**config.mk**
```make
export PLATFORM = sky130hd
export DESIGN_NAME = case_insensitive_substring_search_unit
export DESIGN_NICKNAME = d
export VERILOG_FILES = /design/src/rtl/core/ciss_pkg.sv /design/src/rtl/core/ciss_cell.sv /design/src/rtl/core/case_insensitive_substring_search_unit.sv
export SDC_FILE = /design/constraint.sdc
export NUM_CORES = 1
export LEC_CHECK = 0
export ABC_AREA = 1
export BUFFER_PORTS_ARGS = -buffer_cell sky130_fd_sc_hd__buf_2
export CORE_MARGIN = 3
export CORE_UTILIZATION = 40
export CTS_BUF_LIST = sky130_fd_sc_hd__clkbuf_8
export CTS_CLUSTER_SIZE = 16
export DETAILED_ROUTE_END_ITERATION = 12
export GPL_TIMING_DRIVEN = 0
export MAX_ROUTING_LAYER = met4
export PLACE_DENSITY = 0.68
export SYNTH_ARGS = -nofsm -noshare
export SYNTH_HDL_FRONTEND = slang
export SYNTH_HIERARCHICAL = 1
export SYNTH_SLANG_ARGS = --single-unit
export TNS_END_PERCENT = 100
```
**constraint.sdc**
```tcl
create_clock -name i_clk -period 10.9 [get_ports i_clk]
set_input_delay 3.27 -clock i_clk [delete_from_list [all_inputs] [get_ports i_clk]]
set_output_delay 3.27 -clock i_clk [all_outputs]
set_load 0.02 [all_outputs]
```
**src/rtl/core/ciss_pkg.sv**
```systemverilog
`timescale 1ns / 1ps

package ciss_pkg;

    // Character and pattern geometry fixed by the register map
    localparam int CHAR_W    = 8;
    localparam int PAT_CHARS = 16;
    localparam int LEN_W     = 5;
    localparam int CFG_IDX_W = 2;
    localparam int CFG_W     = 64;
    localparam int POS_OUT_W = 32;

    // Configuration register indexes
    typedef enum logic [CFG_IDX_W-1:0] {
        CFG_PATTERN_LENGTH = 2'd0,
        CFG_PATTERN_LOW    = 2'd1,
        CFG_PATTERN_HIGH   = 2'd2
    } t_cfg_reg;

    // Data handed from one window cell to the next
    typedef struct packed {
        logic              valid;
        logic [CHAR_W-1:0] chr;
    } t_link;

    // Common control for all window cells
    typedef struct packed {
        logic shift;
        logic clear;
    } t_cell_ctl;

    // Fold ASCII upper-case letters to lower case
    function automatic logic [CHAR_W-1:0] fold(input logic [CHAR_W-1:0] c);
        logic [CHAR_W-1:0] r;
        r = c;
        if (c >= 8'h41 && c <= 8'h5A) begin
            r = c + 8'h20;
        end
        return r;
    endfunction

endpackage

```
**src/rtl/core/ciss_cell.sv**
```systemverilog
`timescale 1ns / 1ps

// One position of the text window. It holds one folded character and a flag
// that tells whether a character of the current text has reached it.
module ciss_cell (
    input  logic                            i_clk,
    input  logic                            i_rst_n,
    input  ciss_pkg::t_cell_ctl             i_ctl,
    input  ciss_pkg::t_link                 i_link,
    input  logic                            i_active,
    input  logic [ciss_pkg::CHAR_W-1:0]     i_pchar,
    output ciss_pkg::t_link                 o_link,
    output logic                            o_hit
);

    logic                        r_valid;
    logic [ciss_pkg::CHAR_W-1:0] r_chr;

    // The character arriving this beat is compared with its pattern character.
    assign o_hit = !i_active || (i_link.valid && (i_link.chr == i_pchar));

    // Fill flag: cleared at the end of a text, shifted along otherwise.
    always_ff @(posedge i_clk) begin
        if (!i_rst_n) begin
            r_valid <= 1'b0;
        end else if (i_ctl.clear) begin
            r_valid <= 1'b0;
        end else if (i_ctl.shift) begin
            r_valid <= i_link.valid;
        end
    end

    // Character payload
    always_ff @(posedge i_clk) begin
        if (i_ctl.shift) begin
            r_chr <= i_link.chr;
        end
    end

    assign o_link.valid = r_valid;
    assign o_link.chr   = r_chr;

endmodule

```
**src/rtl/core/case_insensitive_substring_search_unit.sv**
```systemverilog
`timescale 1ns / 1ps

// Case-insensitive substring search. Text arrives one byte per beat on the
// slave stream and a zero byte ends the text; one result beat follows each
// terminator, in the cycle after it is taken. The block takes one byte every
// clock: the window is a row of MAX_PATTERN cells that shift each byte along
// and compare all pattern characters at once in the same cycle. The input
// ready drops only when a terminator arrives while the previous result still
// waits to be taken; ordinary text bytes are always accepted. The pattern
// (length and up to 16 characters) is folded to lower case as written. The
// user writes it through the configuration port while the block is idle; the
// block does not enforce this. Positions are counted in POSITION_BITS bits; a
// longer text saturates the counter and sets the saturation flag in the result.
module case_insensitive_substring_search_unit #(
    parameter int MAX_PATTERN   = 16,
    parameter int POSITION_BITS = 32
) (
    input  logic                               i_clk,
    input  logic                               i_rst_n,
    // Text stream
    input  logic                               i_s_axis_tvalid,
    output logic                               o_s_axis_tready,
    input  logic [7:0]                         i_s_axis_tdata,  // [7:0] text_byte
    // Result stream
    output logic                               o_m_axis_tvalid,
    input  logic                               i_m_axis_tready,
    // [0] found, [32:1] match_position, [33] position_saturated, [39:34] zero
    output logic [39:0]                        o_m_axis_tdata,
    // Configuration write channel
    input  logic                               i_cfg_valid,
    output logic                               o_cfg_ready,
    input  logic [ciss_pkg::CFG_IDX_W-1:0]     i_cfg_index,
    input  logic [ciss_pkg::CFG_W-1:0]         i_cfg_data
);

    localparam int CW = ciss_pkg::CHAR_W;

    // Configuration registers
    logic [ciss_pkg::LEN_W-1:0] r_len;
    logic [CW-1:0]              r_pat [ciss_pkg::PAT_CHARS];

    // Per-text state
    logic [POSITION_BITS-1:0]   r_cnt;
    logic                       r_sat;
    logic                       r_found;
    logic [POSITION_BITS-1:0]   r_start;

    // Result register
    logic                       r_ovalid;
    logic [39:0]                r_odata;

    logic                       w_accept;
    logic                       w_term;
    ciss_pkg::t_cell_ctl        w_ctl;
    ciss_pkg::t_link            w_in  [MAX_PATTERN];
    ciss_pkg::t_link            w_out [MAX_PATTERN];
    logic [MAX_PATTERN-1:0]     w_hit;
    logic                       w_len_ok;
    logic                       w_match;
    logic [POSITION_BITS+ciss_pkg::POS_OUT_W-1:0] w_pos_ext;
    logic [ciss_pkg::POS_OUT_W-1:0]               w_pos;
    logic                       w_res_found;

    assign o_cfg_ready = 1'b1;

    // Configuration writes; pattern characters are stored already folded.
    always_ff @(posedge i_clk) begin
        if (!i_rst_n) begin
            r_len <= '0;
            for (int j = 0; j < ciss_pkg::PAT_CHARS; j++) begin
                r_pat[j] <= '0;
            end
        end else if (i_cfg_valid) begin
            unique case (ciss_pkg::t_cfg_reg'(i_cfg_index))
                ciss_pkg::CFG_PATTERN_LENGTH: begin
                    r_len <= i_cfg_data[ciss_pkg::LEN_W-1:0];
                end
                ciss_pkg::CFG_PATTERN_LOW: begin
                    for (int j = 0; j < ciss_pkg::PAT_CHARS / 2; j++) begin
                        r_pat[j] <= ciss_pkg::fold(i_cfg_data[j*CW +: CW]);
                    end
                end
                ciss_pkg::CFG_PATTERN_HIGH: begin
                    for (int j = 0; j < ciss_pkg::PAT_CHARS / 2; j++) begin
                        r_pat[j + ciss_pkg::PAT_CHARS / 2] <=
                            ciss_pkg::fold(i_cfg_data[j*CW +: CW]);
                    end
                end
                default: begin
                end
            endcase
        end
    end

    // Input handshake: only a terminator has to wait for the result register.
    assign o_s_axis_tready = !r_ovalid || i_m_axis_tready || (i_s_axis_tdata != '0);
    assign w_accept        = i_s_axis_tvalid && o_s_axis_tready;
    assign w_term          = w_accept && (i_s_axis_tdata == '0);
    assign w_ctl.shift     = w_accept && (i_s_axis_tdata != '0);
    assign w_ctl.clear     = w_term;

    // Row of window cells; cell k compares the character of age k, age 0 being the arriving byte.
    assign w_in[0].valid = 1'b1;
    assign w_in[0].chr   = ciss_pkg::fold(i_s_axis_tdata);

    for (genvar k = 0; k < MAX_PATTERN; k++) begin : g_cell
        logic                             w_active;
        logic [ciss_pkg::LEN_W-1:0]       w_idx;

        if (k > 0) begin : g_link
            assign w_in[k] = w_out[k-1];
        end

        // Cell k meets pattern character len-1-k while k is below len.
        assign w_active = (k < int'(r_len));
        assign w_idx    = r_len - ciss_pkg::LEN_W'(k) - ciss_pkg::LEN_W'(1);

        ciss_cell u_cell (
            .i_clk    (i_clk),
            .i_rst_n  (i_rst_n),
            .i_ctl    (w_ctl),
            .i_link   (w_in[k]),
            .i_active (w_active),
            .i_pchar  (r_pat[w_idx[3:0]]),
            .o_link   (w_out[k]),
            .o_hit    (w_hit[k])
        );
    end

    // A length beyond the window or the pattern registers never matches.
    assign w_len_ok = (r_len != '0) && (int'(r_len) <= MAX_PATTERN)
                      && (int'(r_len) <= ciss_pkg::PAT_CHARS);
    assign w_match  = w_len_ok && (&w_hit);

    // Position counter, saturation flag and first match start
    always_ff @(posedge i_clk) begin
        if (!i_rst_n) begin
            r_cnt   <= '0;
            r_sat   <= 1'b0;
            r_found <= 1'b0;
            r_start <= '0;
        end else if (w_term) begin
            r_cnt   <= '0;
            r_sat   <= 1'b0;
            r_found <= 1'b0;
            r_start <= '0;
        end else if (w_ctl.shift) begin
            if (r_cnt != '1) begin
                r_cnt <= r_cnt + POSITION_BITS'(1);
            end else begin
                r_sat <= 1'b1;
            end
            if (!r_found && w_match) begin
                r_found <= 1'b1;
                r_start <= r_cnt - POSITION_BITS'(r_len - ciss_pkg::LEN_W'(1));
            end
        end
    end

    // Result fields; an empty pattern matches at the start.
    assign w_pos_ext   = {{ciss_pkg::POS_OUT_W{1'b0}}, r_start};
    assign w_res_found = (r_len == '0) || r_found;
    assign w_pos       = (r_len == '0) ? '0 : w_pos_ext[ciss_pkg::POS_OUT_W-1:0];

    // Output register
    always_ff @(posedge i_clk) begin
        if (!i_rst_n) begin
            r_ovalid <= 1'b0;
        end else if (w_term) begin
            r_ovalid <= 1'b1;
        end else if (i_m_axis_tready) begin
            r_ovalid <= 1'b0;
        end
    end

    always_ff @(posedge i_clk) begin
        if (w_term) begin
            r_odata <= {6'b0, r_sat, w_pos, w_res_found};
        end
    end

    assign o_m_axis_tvalid = r_ovalid;
    assign o_m_axis_tdata  = r_odata;

endmodule

```
* Word-level counts from Yosys, hierarchy flattened
Memories as Yosys holds them, arrays and structs flattened. Index checks and enable logic that the tools add are counted.
Word-level totals: register bits after elaboration 241, RAM bits 128, input port bits 79, output and inout bits 43, memories kept 1
Memories:
- r_pat | depth 16, bits a word 8, rd ports 16, clocked after Yosys merged registers in 0, wr ports 16, RTL line case_insensitive_substring_search_unit.sv:40 | logic [CW-1:0] r_pat [ciss_pkg::PAT_CHARS];
Cells by class: add/sub/neg operators 42, magnitude comparators 35, eq/ne operators 19, multiplexer cells 84, bitwise operators 18, reduce and logical (&&, ||, !) cells 80
Operator list (number):
- 8-bit two-way mux | 73
- 8-bit equality test | 16
- 8-bit by 6-bit adder with 8-bit output (second input constant) | 9
- 8-bit by 7-bit greater-or-equal comparator with 1-bit output (second input constant) | 9
- 8-bit by 7-bit <= comparator with 1-bit output (second input constant) | 9
- 4-bit by 1-bit subtractor with 4-bit output (second input constant) | 16
- 4-bit by 5-bit < comparator with 1-bit output (first input constant) | 8
- 32-bit by 1-bit adder with 32-bit output (second input constant) | 1
- 32-bit inequality test (second input constant) | 1
- 32-bit subtractor | 1
- 4-bit subtractor (second input constant) | 8
- 1-bit logical AND | 31
- 3-bit by 5-bit < comparator with 1-bit output (first input constant) | 4
- 1-bit logical OR | 19
- 1-bit logical NOT | 18
- 1-bit bitwise OR | 16
- 16-bit AND reduction | 1
- 4-bit by 3-bit subtractor with 4-bit output (second input constant) | 4
- 1-bit two-way mux | 11
- 1-bit by 5-bit < comparator with 1-bit output (first input constant) | 2
- 2-bit by 5-bit < comparator with 1-bit output (first input constant) | 2
- 8-bit logical NOT | 1
- 2-bit AND reduction | 4
- 8-bit nonzero test | 1
- 11 further kinds | 13

* Depth between registers and ports, before layout
An unclocked memory read counts as a cell.
depth in word-level cells 10, depth in mapped cells 32

* By module
Netlist, hierarchy kept.
By module, submodules not included:
- case_insensitive_substring_search_unit | times used 1, cells an instance 3016, area each 19148.4 µm², sequential area each 6306.0 µm²
- ciss_cell | times used 16, cells an instance 50, area each 444.2 µm², sequential area each 260.2 µm²

* Least setup slack after synthesis
No wires, ideal clock.
kind in2reg, start input port i_s_axis_tdata[6], end register r_start[11], data arrival time 11.358 ns, data required time 10.785 ns, setup slack -0.573 ns, cell stages on the path 8, path buffers 1, cells stage by stage inv_1 > nand3_1 > nor2_2 > nor2_1 > nand3_2 > buf_2 > o21ai_0 > inv_1
RTL lines:
- from (decl) | RTL line case_insensitive_substring_search_unit.sv:23 | input logic [7:0] i_s_axis_tdata,
- to (signal assigned) | RTL line case_insensitive_substring_search_unit.sv:155 | r_start <= r_cnt - POSITION_BITS'(r_len - ciss_pkg::LEN_W'(1));
- to (decl) | RTL line case_insensitive_substring_search_unit.sv:46 | logic [POSITION_BITS-1:0] r_start;

* Final worst setup path
start input port i_s_axis_tdata[4], end output port o_s_axis_tready
Between the ends: longest elaborated chain between the ends 2
RTL lines:
- 8-bit nonzero test | RTL line case_insensitive_substring_search_unit.sv:96 | assign o_s_axis_tready = !r_ovalid || i_m_axis_tready || (i_s_axis_tdata != '0);
- 1-bit logical OR | RTL line case_insensitive_substring_search_unit.sv:96
- to (decl) | RTL line case_insensitive_substring_search_unit.sv:22 | output logic o_s_axis_tready,
No other way between the ends.

==> impl_metrics.ini <==
[placement]
port_buffers = 113
place.gp.congestion = 1.09
place_ws_ps = 3250
hpwl_mm = 78.1
place_area_um2 = 27700

[critical_path]
cp_max_fo = 5
start_kind = input port
cp.arrival_ps = 4350
cp-endpoint = o_s_axis_tready
endpoint_kind = primary output
worstPathRequired_ps = 7630
r2r_slack_ps = 4520
r2r_start = r_len[0]
critical_path_class = input port to primary output
r2r-end = r_start[21]
reg2reg_depth = 27
cp-startpoint = i_s_axis_tdata[4]

[routing]
wire_per_inst_um = 19.7
wl_met3_mm = 8.10
drc = 0
wl_met1_mm = 42.3
antenna_left = 0
route.vias.total = 25500
drt_iter0_drc = 2878
drt_first_pass_iters = 6
vias_per_cell = 5.21
wl_met2_mm = 42.5
top_layer = met4
wirelength_mm = 96.3

[clock_network]
clk_pin_slew_ps = 60
cts.path.max_buffers = 3
htree_levels = 3
cts.sinks = 369
insertion_delay_ps = 680
post_cts_buffers = 0
cts_buffers = 68
cts_resized = 0
clockRootBuffer = clkbuf_8
cts_hold_buf = 0
cts_tree = yes

[timing]
tightestPinTransition_ps = 1150
finalSetupViolCount = 0
final_hold_viol_count = 0
rsz0062_at_grt = no
setup_tns_ps = 0
final.period_utilization = 0.699
maxSlewViolCount = 0
slew_headroom = 0.234
max_freq_mhz = 131
period_minus_slack_ps = 7620
setup_ws_ps = 3280
skew_ps = 45.9

[grt]
grt_max_degree = 65
grt_pass1_wl_mm = 141
overflow = 0
antenna_found_initial = 2
grt_pass1_vias = 22700
grt_usage = 0.287

[power_and_ir_drop]
vdd_drop_max_mv = 0.0772
power.density_nw_per_um2 = 143
power.leakage_uw = 0.0140

[floorplanning]
placementRows = 92
start_util = 0.408
ioPinCount = 122
die_height_um = 261
coreArea_um2 = 63700
dieArea_um2 = 68000
die_x_um = 261

[run]
drv_cap = 0

[finish]
area_growth_pct = 11.9
seq_area_um2 = 10200
multi_input_area_um2 = 12500
fin_util = 0.456
fillCellCount = 6592
drive_above_1_share = 0.0860
nets = 4132
final_area_um2 = 29100

[logic_synthesis]
netlist_area_um2 = 26000
synth_warnings = 6
avgSynthCellArea_um2 = 6.83
synthCells = 3803

[outcome]
status = complete, no violations

[min_path]
hold_class = register to register
[flip-flops by register name, summed over array words and instances, names as in the netlist]
register	flops
g_cell.u_cell/r_chr	120
g_cell.u_cell/r_valid	15
o_m_axis_tdata	34
r_sat	1
o_m_axis_tvalid	1
r_cnt	32
r_len	5
r_pat	128
r_start	32
r_found	1
[power by group]
group / switching, µW / leakage [µW] / internal [µW]
clock network: 624 / 0.000762 / 685
logic: 859 / 0.00980 / 332
registers: 64.5 / 0.00342 / 1600
[cells in the final DEF (no fill, tap or decap), types with 31 or more instances in the layout]
| cell | count |
|---|---|
| mux2i_1 | 34 |
| dfxtp_1 | 87 |
| clkbuf_8 | 75 |
| buf_4 | 31 |
| clkbuf_1 | 71 |
| nor3_1 | 32 |
| buf_2 | 156 |
| nand3_1 | 146 |
| inv_1 | 649 |
| a21oi_1 | 181 |
| ha_1 | 55 |
| o21ai_1 | 56 |
| xnor2_1 | 45 |
| nor2_1 | 264 |
| o211ai_1 | 31 |
| nand2_1 | 1306 |
| o21ai_0 | 322 |
| edfxtp_1 | 282 |
[critical path, cell delays in order]
cell     delay (ps)
buf_2           150
nor2_1          150
nand3_1         100
nor2_2          410
nand2_1          90
buf_2           180
[layout make-up]
cell class                 count  area share
antenna                        3    0.000258
clock inverter                46     0.00930
timing repair buffer         118      0.0229
buffer                       171      0.0316
inverter                     635      0.0820
sequential                   369       0.351
multi-input combinational   2634       0.431
tap                          846      0.0364
clock buffer                  75      0.0355
[metrics by stage]
step                power [µW]  cells  hold slack (ps)
floorplan                 2390   3809              409
global placement          2840   4768              419
detailed placement        2850   4773              436
CTS                       4150   4894              444
global route              4350   4895              452
finish                    4160   4897              444
[worst min-delay path by stage]
| stage | startpoint | to | slack (ps) | depth (start not counted) |
|---|---|---|---|---|
| after floorplan | r_sat | o_m_axis_tdata[33] | 410 | 0 |
| after global placement | r_sat | o_m_axis_tdata[33] | 420 | 0 |
| after detailed placement | r_sat | o_m_axis_tdata[33] | 440 | 0 |
| after CTS | r_sat | o_m_axis_tdata[33] | 440 | 0 |
| after global routing | r_sat | o_m_axis_tdata[33] | 450 | 0 |
| final | r_sat | o_m_axis_tdata[33] | 440 | 0 |
[metal layers]
layer,vias to the layer above,track usage
met5,-,-
met4,0,0.100
met3,158,0.0410
met2,1088,0.439
met1,11900,0.390
li1,12400,-
Power figures use the tool's default switching activity.
